===== src/rtl/unique_mode_finder_defines.svh =====
// Assertion macros shared by the unique mode finder RTL.
`ifndef UNIQUE_MODE_FINDER_DEFINES_SVH
`define UNIQUE_MODE_FINDER_DEFINES_SVH

// Same-cycle implication, checked on clk and disabled during rst.
`define UMF_ASSERT_IMP(label, ante, cons) \
  label: assert property (@(posedge clk) disable iff (rst) (ante) |-> (cons)) \
    else $error("unique_mode_finder assertion failed");

// Next-cycle implication, checked on clk and disabled during rst.
`define UMF_ASSERT_NXT(label, ante, cons) \
  label: assert property (@(posedge clk) disable iff (rst) (ante) |=> (cons)) \
    else $error("unique_mode_finder assertion failed");

`endif


===== src/rtl/umf_pkg.sv =====
// Types and constants of the unique mode finder.
`default_nettype none

package umf_pkg;

  localparam int VALUE_WIDTH = 32;
  localparam int COUNT_WIDTH = 16;
  localparam int TABLE_DEPTH_DEF = 64;

  typedef logic signed [VALUE_WIDTH-1:0] value_t;
  typedef logic [COUNT_WIDTH-1:0] count_t;

  localparam count_t COUNT_MAX = '1;

  typedef enum logic [1:0] {
    ST_OK       = 2'd0,
    ST_EMPTY    = 2'd1,
    ST_MULTI    = 2'd2,
    ST_OVERFLOW = 2'd3
  } status_t;

  typedef struct packed {
    value_t sample;
    logic   is_last;
    logic   no_value;
  } item_t;

  typedef struct packed {
    value_t  mode_value;
    count_t  top_count;
    status_t status;
  } result_t;

  typedef struct packed {
    logic   valid;
    logic   last;
    logic   pending;
    logic   ovf;
    logic   multi;
    value_t sample;
    count_t best;
    value_t mode;
  } tok_t;

endpackage

`default_nettype wire


===== src/rtl/umf_cell.sv =====
// One table cell: holds a value and its count and passes the token on.
`default_nettype none

module umf_cell (
  input  wire logic         clk,
  input  wire logic         rst,
  input  wire logic         advance,
  input  wire umf_pkg::tok_t tok_in,
  output umf_pkg::tok_t     tok_out
);

  logic            used;
  logic            used_next;
  umf_pkg::value_t value;
  umf_pkg::value_t value_next;
  umf_pkg::count_t count;
  umf_pkg::count_t count_next;
  umf_pkg::tok_t   tok_next;
  logic            hit;
  logic            place;
  logic            sat;
  logic            used_upd;

  always_comb begin
    hit        = tok_in.valid && tok_in.pending && used && (value == tok_in.sample);
    place      = tok_in.valid && tok_in.pending && !used;
    sat        = hit && (count == umf_pkg::COUNT_MAX);
    value_next = place ? tok_in.sample : value;
    if (place) begin
      count_next = umf_pkg::count_t'(1);
    end else if (hit && !sat) begin
      count_next = count + umf_pkg::count_t'(1);
    end else begin
      count_next = count;
    end
    used_upd         = used || place;
    tok_next         = tok_in;
    tok_next.pending = tok_in.pending && !hit && !place;
    tok_next.ovf     = tok_in.ovf || sat;
    if (tok_in.valid && tok_in.last && used_upd) begin
      if (count_next > tok_in.best) begin
        tok_next.best  = count_next;
        tok_next.mode  = value_next;
        tok_next.multi = 1'b0;
      end else if (count_next == tok_in.best) begin
        tok_next.multi = 1'b1;
      end
    end
    used_next = (tok_in.valid && tok_in.last) ? 1'b0 : used_upd;
  end

  always_ff @(posedge clk) begin
    if (rst) begin
      used          <= 1'b0;
      tok_out.valid <= 1'b0;
    end else if (advance) begin
      used    <= used_next;
      tok_out <= tok_next;
    end
  end

  always_ff @(posedge clk) begin
    if (advance) begin
      value <= value_next;
      count <= count_next;
    end
  end

endmodule

`default_nettype wire

===== config.mk =====
export PLATFORM = sky130hd
export DESIGN_NAME = umf_cell
export DESIGN_NICKNAME = d
export VERILOG_FILES = /design/src/rtl/unique_mode_finder_defines.svh /design/src/rtl/umf_pkg.sv /design/src/rtl/umf_cell.sv
export SDC_FILE = /design/constraint.sdc
export NUM_CORES = 1
export LEC_CHECK = 0
export ABC_CLOCK_PERIOD_IN_PS = 9500
export CORE_MARGIN = 2
export CORE_UTILIZATION = 68
export DETAILED_ROUTE_END_ITERATION = 10
export DONT_BUFFER_PORTS = 1
export GPL_ROUTABILITY_DRIVEN = 0
export PLACE_DENSITY = 0.82
export SYNTH_ARGS = -nofsm -noshare
export SYNTH_HDL_FRONTEND = slang
export SYNTH_SLANG_ARGS = --single-unit

===== constraint.sdc =====
create_clock -name clk -period 9.5 [get_ports clk]
set_input_delay 2.375 -clock clk [delete_from_list [all_inputs] [get_ports clk]]
set_output_delay 2.375 -clock clk [all_outputs]
set_load 0.1 [all_outputs]

==> summary.txt <==
STA
  • Post-layout min period: about 6.4 ns
  • Least-Margin Pin Slew: between 1 and 1.5 ns
  • Post-route clock period utilization: 67.3%
  • Sum Neg Setup Slack: 0 ns
  • Unrepaired setup endpoints after global routing: no
  • Final setup viols: 0
  • Final Hold Viols: 0
  • Worst hold slack: between 0.5 and 0.6 ns
  • Slew Limit Fails: 0
  • Fmax: roughly 160 MHz
  • Skew final: around 0.0075 ns
  • Worst slew margin: between 30% and 40%

Critical path
  • CP bufs+invs: 1
  • Cell family with most CP delay: simple AND/OR/NAND/NOR gates
  • Slowest cell delay on critical path: 0.69 ns
  • Crit Path Category: in -> reg
  • Critical Path, Cell by Cell: xnor2_1, nand4_1, nor4b_1, nand4_1, nor3_2, xnor2_1, nor2_1, ha_1, nand3_1, or3_1, nor2_1, a211oi_2, nor3b_4, buf_4, mux2_2
  • Arr. time, crit path: around 6.7 ns
  • CP max stage cell: nand4_1
  • Startpoint types: primary input
  • CP endpoint kind: register
  • Worst-path maximum fanout: 24
  • Worst path required time: 9.75 ns

Yosys
  • Synth Flop Type: edfxtp_1
  • Synth Area in Adders: between 3 and 4%
  • Post-synthesis mux area share: 6.36%
  • Synth Area in Compound Gates: under 10%
  • EDFF count, synth: 132
  • Synthesized Nets: roughly 600
  • Simple-Gate Fraction of Synth Area: 14.1%
  • Register area share after synthesis: 63.2%
  • YS warnings: 0
  • Syn Std Cell Area: between 6000 and 7000 um^2
  • XOR/XNOR Fraction of Synth Area: under 10%
  • Post-Syn Instances: about 500
  • Main combinational cell family by area after synthesis: simple AND/OR/NAND/NOR gates
  • Distinct cells, synth: 47
  • Yosys reg bits: ~130
  • Post-Synthesis Mean Instance Area: roughly 13 um^2
  • Async SR Flop Fraction: 0%

Power
  • PD cells: 231 nW/um^2
  • Pwr Total: 1.62 mW
  • Leak Pwr: approximately 2.5 nW
  • Peak VDD IR: between 100 and 150 uV

Drt
  • Met1 Routed Length: roughly 5.0 mm
  • Via count: around 4k
  • Drt wl/cell: just over 20 um
  • 1st-pass router iterations: 4
  • Routed Antenna Nets: 0
  • Final wirelength: roughly 13 mm
  • Starting DRT DRC Count: 291
  • Routed length on met3: between 1 and 1.5 mm
  • Top layer in use: met4
  • DR vias/cell: 6.20
  • Remaining DRCs: 0
  • Wire length on met2: between 6 and 7 mm

Floorplanning
  • Core area: 9150 um^2
  • Full die area: roughly 10,000 um^2
  • Die Span X: about 100 um
  • Initial core utilization: between 60 and 70%
  • Boundary Pins: roughly 170
  • Die span in y: just over 100 um
  • Site Rows: 35

Global route
  • Initial antenna violation count: 0
  • First-pass GRT wire length: about 20 mm
  • Largest net degree at the start of global routing: 53
  • Global route overflow: 0
  • Overall routing resource usage: roughly a quarter
  • Vias in the first global route: ~3.9k

Clock tree
  • Bufs on Longest Clock Path: 2
  • CTS tree: built
  • Hold Buf Count CTS: 0
  • Resize count post-CTS: 0
  • Reg clk slew, reported paths: 0.06 ns
  • Htree depth: 4
  • CTS Root Buffer Type: clkbuf_8
  • CTS Buf Count: 17
  • # clock sinks: between 100 and 150
  • Setup bufs post-CTS: 0
  • Skew-Pair Late Insertion Delay: ~0.51 ns

Cells and area
  • Fillers: roughly 560
  • Layout Cells excl Fill: between 600 and 700
  • Layout area overhead: 10.6%
  • NumNets Final: slightly above 600
  • # diodes: 0
  • Share of cells above drive strength 1: between 10 and 15%

Place
  • Hpwl dp: about 8.9 mm
  • Placed Instances: approximately 600
  • Port bufs: 0

Worst hold path
  • Hold Crit Class: reg -> reg

Run
  • Max_cap viols: 0

Status
  • Status: complete, no violations
-- logic make-up after synthesis --
group | after synthesis
AOI/OAI and AO/OA | 38
xor gates and xnor gates | 45
adders and majority gates | 17
buffers and inverters | 36
DFF | 134
muxes | 36
and+or+nand+nor | 191
-- metrics by stage --
| stage | cell area, um^2 | utilization [%] | worst slack, ns |
|---|---|---|---|
| after floorplan | 6330 | - | 2.84 |
| after global placement | 6410 | 70.1 | 2.75 |
| after detailed placement | 6410 | 70.1 | 2.69 |
| after CTS | 7010 | 76.6 | 3.15 |
| after global routing | 7010 | 76.6 | 2.80 |
| final | 7010 | 76.6 | 3.10 |
-- worst paths after layout --
| path | startpoint | to | slack [ns] | cells after the start |
|---|---|---|---|---|
| hold / removal | value[4]$_DFFE_PP_ | value[4]$_DFFE_PP_ | 0.59 | 2 |
| setup / recovery | tok_in[66] | tok_out[13]$_DFFE_PP_ | 3.10 | 15 |
| hold reg to reg | value[4]$_DFFE_PP_ | value[4]$_DFFE_PP_ | 0.59 | 2 |
| setup reg to reg | value[18]$_DFFE_PP_ | tok_out[13]$_DFFE_PP_ | 4.55 | 15 |
-- tightest hold or removal path, cell delays in order, from the launching register on --
cell and delay, ns:
edfxtp_1 0.36, nand2_1 0.06, nand2_1 0.07
-- registers in the layout, indices dropped and copies added, names as in the netlist --
register  count
tok_out      85
value        32
count        16
used          1
-- area by class of cell --
class	instances	area [um^2]	area share [%]
Timing Repair Buffer	4	30.0	0.429
Inverter	20	75.1	1.07
Multi-Input combinational cell	327	2170	30.9
Clock buffer	18	418	5.96
Sequential cell	134	4000	57.1
Tap cell	111	139	1.98
Clock inverter	14	175	2.50
-- power by group --
group          internal [mW]  switching, mW
logic                 0.0447         0.0614
clock network          0.403          0.250
registers              0.699          0.162
-- synthesized netlist by cell type (all sizes together), types with 2 or more instances --
cell / number / area share (%)
a21oi: 7 / 0.55
dfxtp: 2 / 0.63
clkbuf: 7 / 0.41
o22ai: 12 / 1.2
and3: 3 / 0.30
nand2: 111 / 6.6
edfxtp: 132 / 63
ha: 17 / 3.4
o211ai: 2 / 0.24
inv: 20 / 1.2
nand3: 9 / 0.71
mux2: 34 / 6.0
o21ai: 6 / 0.47
buf: 9 / 1.2
nor2: 32 / 1.9
or2: 2 / 0.20
or3: 2 / 0.20
nor4: 2 / 0.43
a211oi: 2 / 0.32
nand4: 14 / 1.4
mux2i: 2 / 0.32
xnor2: 44 / 6.1
nor3: 8 / 1.2
-- metal layers --
layer  GRT usage (%)  up-vias
li1                -     1813
met1            31.1     1853
met2            43.4      210
met3            8.67       16
met4            9.48        0
met5               0        -
-- cell usage in the layout (no fill, tap or decap), types with 2 or more instances in the layout --
cell type,count
nor3_2,5
nand4_1,14
or3_1,2
o22ai_1,12
dfxtp_1,2
mux2_1,5
or2_2,2
nand2_1,111
clkbuf_16,16
inv_1,20
a21oi_1,7
mux2i_1,2
inv_6,3
o211ai_1,2
ha_1,17
nor2_1,31
nand3_1,9
buf_4,4
edfxtp_1,132
nor3_1,2
o21ai_0,6
mux2_2,29
xnor2_1,44
bufinv_16,3
and3_1,3
clkinvlp_4,4
Note: power is estimated with default switching activity, not from simulation.
